## src/swt_pkg.sv

```systemverilog
// Shared types, character codes and helpers for the shell word tokenizer.
// No dependencies; imported by every module of the block.
`timescale 1ns / 1ps

package swt_pkg;

  localparam logic [7:0] CH_SQ = 8'h27;
  localparam logic [7:0] CH_DQ = 8'h22;
  localparam logic [7:0] CH_BS = 8'h5C;
  localparam logic [7:0] CH_SP = 8'h20;

  localparam int QUEUE_DEPTH = 4;
  localparam int QUEUE_AW    = $clog2(QUEUE_DEPTH);

  typedef enum logic [1:0] {
    MODE_IDLE  = 2'd0,
    MODE_PLAIN = 2'd1,
    MODE_SQ    = 2'd2,
    MODE_DQ    = 2'd3
  } mode_t;

  typedef struct packed {
    logic       action;
    logic [7:0] ch;
  } in_item_t;

  typedef struct packed {
    logic       has_char;
    logic [7:0] out_char;
    logic       token_end;
    logic       line_done;
    logic       error;
    logic       last;
  } out_item_t;

  // One queued job: the results caused by one input item
  typedef struct packed {
    logic      two;
    out_item_t first;
    out_item_t second;
  } job_t;

  localparam out_item_t NO_RESULT = '{default: 1'b0};

  function automatic out_item_t char_result(input logic [7:0] c);
    out_item_t r;
    r          = NO_RESULT;
    r.has_char = 1'b1;
    r.out_char = c;
    return r;
  endfunction

endpackage

```

## src/swt_front.sv

```systemverilog
// Front end: takes one character transaction a cycle while job_ready is high
// and tracks quoting; each item becomes a job of 0-2 results. Uses swt_pkg.
`timescale 1ns / 1ps

module swt_front (
  input  logic             clk,
  input  logic             rst,
  input  logic             in_valid,
  output logic             in_ready,
  input  swt_pkg::in_item_t in_data,
  output logic             job_valid,
  input  logic             job_ready,
  output swt_pkg::job_t    job
);
  import swt_pkg::*;

  mode_t mode, mode_next;
  logic  escape_pending, escape_pending_next;
  logic  accept;
  logic  any_result;
  logic  [7:0] c;

  assign c        = in_data.ch;
  assign in_ready = job_ready;
  assign accept   = in_valid && in_ready;

  always_ff @(posedge clk) begin
    if (rst) begin
      mode           <= MODE_IDLE;
      escape_pending <= 1'b0;
    end else if (accept) begin
      mode           <= mode_next;
      escape_pending <= escape_pending_next;
    end
  end

  // Next state
  always_comb begin
    mode_next           = mode;
    escape_pending_next = escape_pending;
    if (in_data.action) begin
      mode_next           = MODE_IDLE;
      escape_pending_next = 1'b0;
    end else begin
      case (mode)
        MODE_IDLE: begin
          if (c == CH_SQ) begin
            mode_next = MODE_SQ;
          end else if (c == CH_DQ) begin
            mode_next = MODE_DQ;
          end else if (c != CH_SP) begin
            mode_next           = MODE_PLAIN;
            escape_pending_next = (c == CH_BS);
          end
        end
        MODE_PLAIN: begin
          if (escape_pending) begin
            escape_pending_next = 1'b0;
          end else if (c == CH_BS) begin
            escape_pending_next = 1'b1;
          end else if (c == CH_SP) begin
            mode_next = MODE_IDLE;
          end
        end
        MODE_SQ: begin
          if (c == CH_SQ) mode_next = MODE_IDLE;
        end
        MODE_DQ: begin
          if (escape_pending) begin
            escape_pending_next = (c == CH_BS);
          end else if (c == CH_BS) begin
            escape_pending_next = 1'b1;
          end else if (c == CH_DQ) begin
            mode_next = MODE_IDLE;
          end
        end
        default: begin
          mode_next = MODE_IDLE;
        end
      endcase
    end
  end

  // Results of this item
  always_comb begin
    any_result = 1'b0;
    job        = '{two: 1'b0, first: NO_RESULT, second: NO_RESULT};
    if (in_data.action) begin
      any_result = 1'b1;
      case (mode)
        MODE_PLAIN: begin
          if (escape_pending) begin
            job.two              = 1'b1;
            job.first            = char_result(CH_BS);
            job.second.token_end = 1'b1;
            job.second.line_done = 1'b1;
          end else begin
            job.first.token_end = 1'b1;
            job.first.line_done = 1'b1;
          end
        end
        MODE_SQ, MODE_DQ: begin
          // open quote: flag the line, drop any pending backslash
          job.first.line_done = 1'b1;
          job.first.error     = 1'b1;
        end
        default: begin
          job.first.line_done = 1'b1;
        end
      endcase
    end else begin
      case (mode)
        MODE_IDLE: begin
          if (c != CH_SP && c != CH_SQ && c != CH_DQ && c != CH_BS) begin
            any_result = 1'b1;
            job.first  = char_result(c);
          end
        end
        MODE_PLAIN: begin
          if (escape_pending) begin
            any_result = 1'b1;
            job.first  = char_result(c);
          end else if (c == CH_SP) begin
            any_result          = 1'b1;
            job.first.token_end = 1'b1;
          end else if (c != CH_BS) begin
            any_result = 1'b1;
            job.first  = char_result(c);
          end
        end
        MODE_SQ: begin
          any_result = 1'b1;
          if (c == CH_SQ) job.first.token_end = 1'b1;
          else            job.first = char_result(c);
        end
        MODE_DQ: begin
          if (escape_pending) begin
            any_result = 1'b1;
            if (c == CH_DQ) begin
              job.first = char_result(CH_DQ);
            end else if (c == CH_BS) begin
              job.first = char_result(CH_BS);
            end else begin
              job.two    = 1'b1;
              job.first  = char_result(CH_BS);
              job.second = char_result(c);
            end
          end else if (c == CH_DQ) begin
            any_result          = 1'b1;
            job.first.token_end = 1'b1;
          end else if (c != CH_BS) begin
            any_result = 1'b1;
            job.first  = char_result(c);
          end
        end
        default: begin
          any_result = 1'b0;
        end
      endcase
    end
    // mark the final result of the item
    if (job.two) job.second.last = 1'b1;
    else         job.first.last  = 1'b1;
  end

  assign job_valid = in_valid && any_result;

endmodule

```

## src/swt_queue.sv

```systemverilog
// Short job queue between the front and back ends, held in flip-flops.
// Depends on swt_pkg for the job type and depth.
`timescale 1ns / 1ps

module swt_queue (
  input  logic           clk,
  input  logic           rst,
  input  logic           push,
  input  swt_pkg::job_t  push_job,
  output logic           full,
  input  logic           pop,
  output logic           empty,
  output swt_pkg::job_t  head
);
  import swt_pkg::*;

  job_t                slots [QUEUE_DEPTH];
  logic [QUEUE_AW-1:0] wr_ptr, rd_ptr;
  logic [QUEUE_AW:0]   count;

  assign full  = (count == (QUEUE_AW + 1)'(QUEUE_DEPTH));
  assign empty = (count == '0);
  assign head  = slots[rd_ptr];

  always_ff @(posedge clk) begin
    if (rst) begin
      wr_ptr <= '0;
      rd_ptr <= '0;
      count  <= '0;
    end else begin
      if (push) wr_ptr <= wr_ptr + 1'b1;
      if (pop)  rd_ptr <= rd_ptr + 1'b1;
      if (push && !pop)      count <= count + 1'b1;
      else if (pop && !push) count <= count - 1'b1;
    end
  end

  always_ff @(posedge clk) begin
    if (push) slots[wr_ptr] <= push_job;
  end

endmodule

```

## src/swt_back.sv

```systemverilog
// Back end: drains jobs from the queue and presents their results one per
// transaction through an output register. Depends on swt_pkg.
`timescale 1ns / 1ps

module swt_back (
  input  logic               clk,
  input  logic               rst,
  input  logic               job_avail,
  input  swt_pkg::job_t      head,
  output logic               pop,
  output logic               out_valid,
  input  logic               out_ready,
  output swt_pkg::out_item_t out_data
);
  import swt_pkg::*;

  logic      second_pending;
  out_item_t second;
  logic      load;

  assign load = !out_valid || out_ready;
  assign pop  = load && !second_pending && job_avail;

  always_ff @(posedge clk) begin
    if (rst) begin
      out_valid      <= 1'b0;
      second_pending <= 1'b0;
    end else if (load) begin
      if (second_pending) begin
        out_valid      <= 1'b1;
        second_pending <= 1'b0;
      end else if (job_avail) begin
        out_valid      <= 1'b1;
        second_pending <= head.two;
      end else begin
        out_valid <= 1'b0;
      end
    end
  end

  // payload: hold the second result of a pair until its slot comes up
  always_ff @(posedge clk) begin
    if (load) begin
      if (second_pending) begin
        out_data <= second;
      end else if (job_avail) begin
        out_data <= head.first;
        second   <= head.second;
      end
    end
  end

endmodule

```

## src/shell_word_tokenizer.sv

```systemverilog
// Top level of the shell word tokenizer: front end, job queue and back end.
// Depends on swt_pkg, swt_front, swt_queue and swt_back.
`timescale 1ns / 1ps

// Takes one line character (or end-of-line mark) per transaction and emits
// word characters, word ends and a line-done result, with error set when a
// quote is left open. An input item is taken every cycle while the four-entry
// job queue has room; the quoting state is a register in the front end that is
// updated on each accepted item. Results leave one per cycle from the output
// register while out_ready is high, so an item that yields two results (an
// escaped byte in double quotes, or a trailing backslash at end of line) takes
// two output transactions; the queue absorbs such bursts, and each result
// passes through a queue slot register and then the output register.
module shell_word_tokenizer (
  input  logic               clk,
  input  logic               rst,
  input  logic               in_valid,
  output logic               in_ready,
  input  swt_pkg::in_item_t  in_data,
  output logic               out_valid,
  input  logic               out_ready,
  output swt_pkg::out_item_t out_data
);
  import swt_pkg::*;

  job_t job, head;
  logic job_valid, full, empty, pop, push;

  assign push = job_valid && !full;

  swt_front u_front (
    .clk       (clk),
    .rst       (rst),
    .in_valid  (in_valid),
    .in_ready  (in_ready),
    .in_data   (in_data),
    .job_valid (job_valid),
    .job_ready (!full),
    .job       (job)
  );

  swt_queue u_queue (
    .clk      (clk),
    .rst      (rst),
    .push     (push),
    .push_job (job),
    .full     (full),
    .pop      (pop),
    .empty    (empty),
    .head     (head)
  );

  swt_back u_back (
    .clk       (clk),
    .rst       (rst),
    .job_avail (!empty),
    .head      (head),
    .pop       (pop),
    .out_valid (out_valid),
    .out_ready (out_ready),
    .out_data  (out_data)
  );

endmodule

```

## config.mk

```make
export PLATFORM = sky130hd
export DESIGN_NAME = shell_word_tokenizer
export DESIGN_NICKNAME = d
export VERILOG_FILES = /design/src/swt_pkg.sv /design/src/swt_front.sv /design/src/swt_queue.sv /design/src/swt_back.sv /design/src/shell_word_tokenizer.sv
export SDC_FILE = /design/constraint.sdc
export NUM_CORES = 1
export LEC_CHECK = 0
export ABC_AREA = 1
export BUFFER_PORTS_ARGS = -buffer_cell sky130_fd_sc_hd__clkbuf_2
export CORE_UTILIZATION = 35
export CTS_CLUSTER_SIZE = 30
export DETAILED_ROUTE_END_ITERATION = 8
export PLACE_DENSITY = 0.61
export SLEW_MARGIN = 20
export SYNTH_ARGS = -nofsm -noshare
export SYNTH_HDL_FRONTEND = slang
export SYNTH_SLANG_ARGS = --single-unit
export TNS_END_PERCENT = 20
```

## constraint.sdc

```tcl
create_clock -name clk -period 3 [get_ports clk]
set_input_delay 0.6 -clock clk [delete_from_list [all_inputs] [get_ports clk]]
set_output_delay 0.6 -clock clk [all_outputs]
set_load 0.05 [all_outputs]
```

==> Yosys cells after proc, flatten, opt, wreduce, memory -nomap -nowiden <==
Memories as Yosys holds them, arrays and structs flattened. A register that Yosys moved wholly into a read port is not among the register bits.
Index checks and enable logic that the tools add are counted.
{ "op_classes": {"bitwise": 2, "eq_ne": 24, "reduce_logical": 26, "muxes": 75, "addsub": 4} }
{ "ops": {"columns": ["op", "count"], "rows": [
  ["$mux W13", 10],
  ["$pmux W13 S4", 1],
  ["$mux W2", 18],
  ["$mux W9", 4],
  ["$mux W1", 31],
  ["$eq A8 B6 Y1 const B", 3],
  ["$ne A8 B6 Y1 const B", 3],
  ["$mux W11", 2],
  ["$ne A3 B3 Y1 const B", 6],
  ["$mux W14", 1],
  ["$mux W3", 4],
  ["$ne A3 B2 Y1 const B", 4],
  ["$logic_and A1 B1 Y1", 10],
  ["$mux W10", 1],
  ["$reduce_and A9 Y1", 1],
  ["$eq A8 B7 Y1 const B", 1],
  ["$ne A8 B7 Y1 const B", 1],
  ["$pmux W2 S4", 1],
  ["$logic_not A1 Y1", 6],
  ["$ne A5 B2 Y1 const B", 1],
  ["$reduce_and A5 Y1", 1],
  ["$add A2 B1 Y2 const B", 2],
  ["$eq A2 B2 Y1 const B", 2],
  ["$pmux W1 S4", 1],
  ["other kinds (15)", 16]
]} }
{ "totals": {"ram_bits": 108, "out_inout_bits": 15, "wordCells": 151, "memories": 1, "input_bits": 13, "ff_bits": 38} }
{ "mem_list": {"columns": ["name", "words", "word_bits", "read_ports", "rd_ports_with_merged_regs", "wr", "line", "text"], "rows": [
  ["u_queue.slots", 4, 27, 1, 1, 1, "swt_queue.sv:17", "job_t slots [QUEUE_DEPTH];"]
]} }

==> Logic depth before layout (Yosys ltp) <==
Gate-level depths: netlist of the first run.
{ "logic_depth": {"ltp_word": 13, "mapped_depth": 16} }

==> Hierarchy <==
From an unflattened synthesis of the first run, not the netlist that was laid out.
{ "hier_totals": {"hier_cells": 614, "area_unflattened_um2": 6617.6} }
{ "by_module_without_submodules": {"columns": ["module", "cells_per_inst", "seq_area_each_um2", "area_each_um2", "n_inst"], "rows": [
  ["swt_queue", 319, 3423.3, 4498.1, 1],
  ["swt_back", 85, 820.8, 1108.6, 1],
  ["swt_front", 206, 60.1, 993.5, 1],
  ["shell_word_tokenizer", 4, 0.0, 17.5, 1]
]} }

==> Worst setup path before layout of the first run <==
OpenSTA, ideal clock, no wires.
{ "synth_path": {"path_kind": "register -> register", "from": "register u_queue.count[0]", "to": "memory u_queue.slots[1][0] in the netlist's numbering (enable)", "slack_ns": 0.270, "stages_incl_launch_ff": 6, "period_less_slack_ns": 2.730, "arrival_ns": 2.325, "n_path_buf": 0, "setup_ns": 0.405, "required_ns": 2.595, "cell_sequence": "dfxtp_1 > inv_1 > nand3_1 > and2_0 > nand2_1 > nor2_1"} }
{ "synth_between": {"elab_chain_cells": 5} }
{ "synth_lines": {"columns": ["item", "line", "text"], "rows": [
  ["start: declaration", "swt_queue.sv:19", "logic [QUEUE_AW:0] count;"],
  ["start signal: assignment", "swt_queue.sv:33", "if (push && !pop) count <= count + 1'b1;"],
  ["start signal: assignment", "swt_queue.sv:34", "else if (pop && !push) count <= count - 1'b1;"],
  ["$eq A3 B3 Y1", "swt_queue.sv:21", "assign full = (count == (QUEUE_AW + 1)'(QUEUE_DEPTH));"],
  ["$logic_not A1 Y1", null, null],
  ["via in_ready", "shell_word_tokenizer.sv:18", "output logic in_ready,"],
  ["$logic_and A1 B1 Y1", "shell_word_tokenizer.sv:29", "assign push = job_valid && !full;"],
  ["$mux W1", "swt_queue.sv:39", "if (push) slots[wr_ptr] <= push_job;"],
  ["$mux W1 (not written as such)", "swt_queue.sv:39", null],
  ["end: declaration", "swt_queue.sv:17", null]
]} }
The timed path passes the listed nets, and every way through them passes these cells.

==> Worst setup path after layout of the first run <==
{ "layout_path": {"from": "register u_front.mode[0]", "to": "register u_queue.count[2]"} }
{ "layout_between": {"elab_chain_cells": 8} }
{ "layout_lines": {"columns": ["item", "line", "text"], "rows": [
  ["start: declaration", "swt_front.sv:17", "mode_t mode, mode_next;"],
  ["start signal: assignment", "swt_front.sv:32", "mode <= mode_next;"],
  ["$eq A2 B2 Y1, or another cell as far along", "swt_front.sv:112", "case (mode)"],
  ["$pmux W1 S4 (*)", "swt_front.sv:112", null],
  ["$mux W1 (*)", "swt_front.sv:88", "if (in_data.action) begin"],
  ["$logic_and A1 B1 Y1 (*)", "swt_front.sv:166", "assign job_valid = in_valid && any_result;"],
  ["$logic_and A1 B1 Y1 (*)", "shell_word_tokenizer.sv:29", null],
  ["via push", "shell_word_tokenizer.sv:27", "logic job_valid, full, empty, pop, push;"],
  ["$logic_not A1 Y1", "swt_queue.sv:34", null],
  ["$logic_and A1 B1 Y1", "swt_queue.sv:34", null],
  ["$reduce_bool A2 Y1 (no source line)", null, null]
]} }
The timed path passes the listed nets; every way through them passes the cells marked *.
A chain may end at the register's enable or synchronous reset.

==> out/results.txt, run 1 <==
status = finished, final reports clean
IO Count = 28
cts bufs inserted = 17
largest net degree at the start of global routing = 49
Worst Setup EP = u_queue.count[2]
Clock Skew = 0.00847 ns
GRT Residual Overflow = 0
CP startpoint kind = flip-flop
Port Buf Inserts = 27
vias = 4051
Layout area overhead = 17.0%
Row Count = 46
CORE AREA = 0.0161 sq mm
CTS H-tree lvls = 4
Avg Vias per Cell = 4.97
routability cong. = 0.890
hold slack = 0.459 ns
crit path capture type = flip-flop
Worst EP arrival = 2.83 ns
Routed WL per cell = 15.2 um
Clock Path Buffers = 2
Least-Margin Pin Slew = 0.926 ns
Syn Inst Count = 551
worst reg-to-reg path cell count = 15
Final setup viols = 0
Syn Nets = 575
Final TNS setup = 0 ns
post-CTS setup buffer count = 0
fillers = 1510
placed instance count = 784
Ant. Diodes = 0
FMAX = 0.395 GHz
Final nets = 611
sequential area share after synthesis = 0.664
antenna violations before repair = 0
Die ar. = 0.0172 sq mm
R2R Path End = u_queue.count[2]
post-synth top area cell = edfxtp_1
Initial Util = 0.363
Root Driver = clkbuf_16
router iterations before antenna repair = 5
worst reg-to-reg setup slack = 0.47 ns
pwr/cell area = 975 mW/mm^2
post_cts resized = 0
most frequent cell after synthesis = edfxtp_1
fin cells = 815
Main synth FF type = edfxtp_1
die height = 131 um
dpl hpwl = 7.75 mm
Netlist cell types = 32
Max Slew Vio Count = 0
Synth top area share = 0.616
Final period util = 0.845
Peak VDD IR = 0.414 mV
largest cells by area after synthesis = edfxtp_1 (62%), nor2_1 (7.1%), nand2_1 (5.1%)
Syn Area/Cell = 10.6 sq um
final hold viol count = 0
violation count after the first detailed-route iteration = 380
worst reg2reg startpoint = u_front.mode[0]
share of layout cells above drive strength 1 = 0.140
crit path max fanout = 5
area of the mapped netlist = 0.00585 sq mm
first-pass GRT wire length = 19.9 mm
number of synthesized flops with an enable pin = 120
CTS tree = done
# DRC = 0
commonest cells in the netlist = edfxtp_1 (120), nor2_1 (110), nand2_1 (79), o21ai_0 (58), inv_1 (43)
Static Leakage = 2.63 nW
RSZ-0062 raised after global routing = false
CTS sink count = 134
minimum clock period = 2.53 ns
ys async rst share = 0
Req. time, crit path = 3.29 ns
Worst-Skew Late Latency = 0.41 ns
Synth warnings = 0
Setup CP Type = flip-flop to flip-flop
critical path startpoint = u_front.mode[0]
antenna-violating nets left = 0
final wirelength = 12.4 mm
Final Core Density = 0.424
die width = 131 um
vias in the first global route = 3853
CTS clk-pin slew, worst paths = 0.06 ns
hold buffers post-CTS = 0
Slew HR = 0.382
Tot GR Track Use = 0.151
max cap viols = 0
Hold Path Class = input port to flip-flop
post-synthesis register bit count = 134
through the flow:
stage               worst slack [ns]  power, W  area [sq um]
global route                   0.180   0.00703          6840
CTS                            0.445   0.00671          6840
floorplan                      0.270   0.00414          5850
global placement               0.295   0.00463          6260
finish                         0.465   0.00667          6840
detailed placement             0.240   0.00468          6260
flip-flops by register name, indices dropped and copies added, names as in the netlist, named ones only:
| register | count |
|---|---|
| u_front.escape_pending | 1 |
| u_front.mode | 2 |
| u_back.second | 11 |
| u_back.second_pending | 1 |
| u_back.out_data | 13 |
| u_back.out_valid | 1 |
| u_queue.count | 3 |
| u_queue.wr_ptr | 2 |
| u_queue.slots | 96 |
| u_queue.rd_ptr | 2 |
power breakdown:
part	switching, W	internal [W]
clock	0.000742	0.00129
sequential	0.000127	0.00257
combinational	0.00144	0.000497
routing by layer:
layer,global-route usage,wire length [um],vias up
met3,0.0401,791,14
met1,0.193,5660,1939
met4,0.0536,142,0
met5,0,0,-
met2,0.246,5760,125
li1,-,-,1973
cells by family after synthesis:
group | count (synthesis) | synth area share
flops | 134 | 0.664
buf+inv | 68 | 0.0454
compound gates | 111 | 0.103
fa+ha+maj | 11 | 0.0248
xor+xnor | 1 | 0.00150
simple gates | 226 | 0.161
cell type report:
cell class,count,area [sq um],share of cell area
clock buffer,17,425,0.0622
inverter,47,178,0.0260
multi-input combinational,349,1710,0.250
sequential,134,3880,0.568
tap,216,270,0.0395
clock inverter,14,156,0.0229
timing repair buffer,38,218,0.0318
layout by cell type, fill, tap and decap left out, types with 2 or more instances in the layout:
cell,synthesis,layout
nor2_1,110,106
nand3_2,3,3
a31oi_1,10,10
clkbuf_16,0,17
ha_1,10,10
nor3_1,2,2
bufinv_16,0,3
dfxtp_1,14,14
nor2_4,2,2
clkinv_1,0,5
o22ai_1,12,12
inv_6,0,3
a21oi_1,26,26
nand3_1,20,20
nand4_1,3,3
clkbuf_2,1,27
nand2_1,79,79
clkinv_2,1,2
nor2_2,2,6
buf_4,0,11
inv_1,43,43
nand2_2,2,2
o21ai_0,58,58
inv_2,3,3
a221o_1,2,2
edfxtp_1,120,120
critical path: stages (launching register included):
cell	delay, ns
dfxtp_1	0.34
inv_1	0.14
ha_1	0.26
inv_1	0.06
nor2_1	0.18
nand3_2	0.11
nand3_2	0.11
nand2_1	0.08
inv_1	0.06
ha_1	0.13
inv_1	0.07
fa_1	0.43
a21oi_1	0.14
o21ai_0	0.11
o21ai_0	0.16
a21oi_1	0.05
worst min path at each step:
stage,startpoint,endpoint,slack (ns),cells after the start
floorplan,u_queue.rd_ptr[1],flip-flop,0.44,2
global placement,u_queue.rd_ptr[1],flip-flop,0.45,2
detailed placement,u_queue.rd_ptr[1],flip-flop,0.46,2
CTS,rst,u_back.second_pending,0.46,2
global route,rst,u_back.out_valid,0.47,2
finish,rst,u_back.second_pending,0.46,2
No activity file was read; power rests on OpenSTA's default activity.
==> run 2: changes to the inputs <==
--- a/config.mk
+++ b/config.mk
@@ -10,7 +10,7 @@
 export CORE_UTILIZATION = 35
 export CTS_CLUSTER_SIZE = 30
 export DETAILED_ROUTE_END_ITERATION = 8
-export PLACE_DENSITY = 0.61
+export PLACE_DENSITY = 0.63
 export SLEW_MARGIN = 20
 export SYNTH_ARGS = -nofsm -noshare
 export SYNTH_HDL_FRONTEND = slang
==> constraint.sdc (replaced) <==
create_clock -name clk -period 2.2 [get_ports clk]
set_input_delay 0.44 -clock clk [delete_from_list [all_inputs] [get_ports clk]]
set_output_delay 0.44 -clock clk [all_outputs]
set_load 0.05 [all_outputs]
==> out/results.txt, run 2 (same netlist as run 1, synthesis figures left out) <==
Seq pwr share = 0.388 (-0.016)
Root Driver = clkbuf_16
cts bufs inserted = 17 (unchanged)
RSZ-0062 raised after global routing = false
CORE AREA = 0.0161 sq mm (unchanged)
violation count after the first detailed-route iteration = 320 (-16%)
die height = 131 um (unchanged)
final hold viol count = 0 (unchanged)
CP startpoint kind = flip-flop
fin cells = 848 (+4.0%)
share of layout cells above drive strength 1 = 0.206 (+0.0655)
CTS clk-pin slew, worst paths = 0.06 ns (about the same)
Die ar. = 0.0172 sq mm (unchanged)
routability cong. = 0.900 (+1.1%)
fillers = 1503 (-0.46%)
met2 wire len = 6.23 mm (+8.0%)
final wirelength = 12.9 mm (+4.2%)
CTS tree = done
placed cell area = 0.00656 sq mm (+4.8%)
fin area = 0.00721 sq mm (+5.4%)
status = finished, final reports clean
antenna-violating nets left = 0 (unchanged)
Port Buf Inserts = 27 (unchanged)
Final TNS setup = 0 ns (unchanged)
max reg flops = 96 (unchanged)
Tot GR Track Use = 0.157 (+0.00565)
largest net degree at the start of global routing = 49 (unchanged)
Ant. Diodes = 0 (unchanged)
Avg Vias per Cell = 4.94 (-0.64%)
placed instance count = 812 (+3.6%)
FMAX = 0.488 GHz (+24%)
Power Internal = 0.00620 W (+42%)
Initial Util = 0.363 (unchanged)
IO Count = 28 (unchanged)
router iterations before antenna repair = 5 (unchanged)
crit path max fanout = 3 (-2)
Final nets = 644 (+5.4%)
Pwr Total = 0.00946 W (+42%)
commonest non-fill, non-tap cell in the layout = edfxtp_1
Clock Path Buffers = 2 (unchanged)
Req. time, crit path = 2.50 ns (-0.79 ns)
GRT Residual Overflow = 0 (unchanged)
Comb power frac = 0.303 (+0.012)
most frequent cells in the layout = edfxtp_1 (120), nor2_1 (105), nand2_1 (78), o21ai_0 (55), inv_1 (41)
vias in the first global route = 4088 (+6.1%)
Clock Skew = 0.00742 ns (-0.00105 ns)
clock power share = 0.309 (+0.004)
Max Slew Vio Count = 0 (unchanged)
crit path capture type = flip-flop
Least-Margin Pin Slew = 0.778 ns (-0.147 ns)
pwr/cell area = 1310 mW/mm^2 (+35%)
metal3 WL = 650 um (-18%)
Top reg by flops = u_queue.slots
# DRC = 0 (unchanged)
Static Leakage = 2.82 nW (+7.5%)
CTS sink count = 134 (unchanged)
max cap viols = 0 (unchanged)
die width = 131 um (unchanged)
minimum clock period = 2.05 ns (-0.484 ns)
antenna violations before repair = 0 (unchanged)
CTS H-tree lvls = 4 (unchanged)
Peak VDD IR = 0.651 mV (+57%)
Hold Path Class = input port to flip-flop
first-pass GRT wire length = 20.6 mm (+3.7%)
Worst EP arrival = 2.35 ns (-0.48 ns)
vias = 4188 (+3.4%)
Layout area overhead = 23.3%
Row Count = 46 (unchanged)
Setup CP Type = flip-flop to flip-flop
DR top layer = met4
Final period util = 0.932 (+0.0872)
Top Registers = u_queue.slots: 96 flops, u_back.out_data: 13 flops, u_back.second: 11 flops
Worst-Skew Late Latency = 0.42 ns (about the same)
Routed WL per cell = 15.2 um (+0.12%)
Sw Share = 0.345 (-0.00155)
Final Core Density = 0.447 (+0.0231)
Psw = 0.00326 W (+41%)
Post-Route M1 WL = 5.82 mm (+2.8%)
Final setup viols = 0 (unchanged)
Slew HR = 0.481 (+0.0984)
dpl hpwl = 8.24 mm (+6.3%)
## run 2: cell count changes in the layout (fill, tap and decap cells not counted), moves of 2 or more
cell / change
buf_4: +29
buf_12: +4
o21ai_0: -3
o21ai_1: +3
clkinv_1: -2
clkinv_2: +2
inv_1: -2
inv_2: +2
## run 2: per-stage QoR
| step | hold slack (ns) | setup slack (ns) |
|---|---|---|
| after floorplan | 0.436 | 0.0238 |
| after global placement | 0.450 | -0.0665 |
| after detailed placement | 0.464 | -0.162 |
| after CTS | 0.283 | 0.00990 |
| after global routing | 0.290 | 0.00168 |
| final | 0.277 | 0.149 |
## run 2: what timing repair did
item	in CTS	in global routing
gates resized for setup	0	4
setup buffers	0	5
hold buffers	0	0
setup endpoints to repair	0	6
## run 2: worst max-delay path: stages, from the launching register on
cell     delay (ns)
dfxtp_1        0.34
inv_2          0.06
ha_4           0.16
a21oi_1        0.12
nand2_1        0.11
nand3_4        0.12
nand2_4        0.05
inv_1          0.05
ha_1           0.13
inv_1          0.06
fa_2           0.35
a21oi_2        0.13
o21ai_1        0.09
o21ai_1        0.13
a21oi_1        0.05
## run 2: area by class of cell
class                      instances  area, sq um  share of cell area
sequential                       134         3880               0.539
multi-input combinational        349         1760               0.243
timing repair buffer              71          515              0.0715
clock buffer                      17          425              0.0590
tap                              216          270              0.0375
clock inverter                    14          181              0.0252
inverter                          47          178              0.0246
## run 2: path summary, 6_finish.rpt
| check | endpoint | from | cells past startpoint | slack [ns] |
|---|---|---|---|---|
| setup reg to reg | u_queue.count[2] | u_front.mode[1] | 14 | 0.15 |
| setup / recovery | u_queue.count[2] | u_front.mode[1] | 14 | 0.15 |
| hold / removal | u_back.out_valid | rst | 2 | 0.28 |
| hold reg to reg | flip-flop | u_queue.rd_ptr[1] | 2 | 0.49 |
## run 2: layer usage
metal  up-vias  global-route usage
li1       2041                   -
met1      2014               0.194
met2       113               0.262
met3        20              0.0401
met4         0              0.0607
met5         -                   0
## run 2: power by group through the flow
stage               Clock [W]  Combinational (W)  Sequential [W]
floorplan                   0            0.00151         0.00417
global placement            0            0.00275         0.00371
detailed placement          0            0.00285         0.00373
CTS                   0.00295            0.00287         0.00367
global route          0.00306            0.00317         0.00372
finish                0.00292            0.00286         0.00368
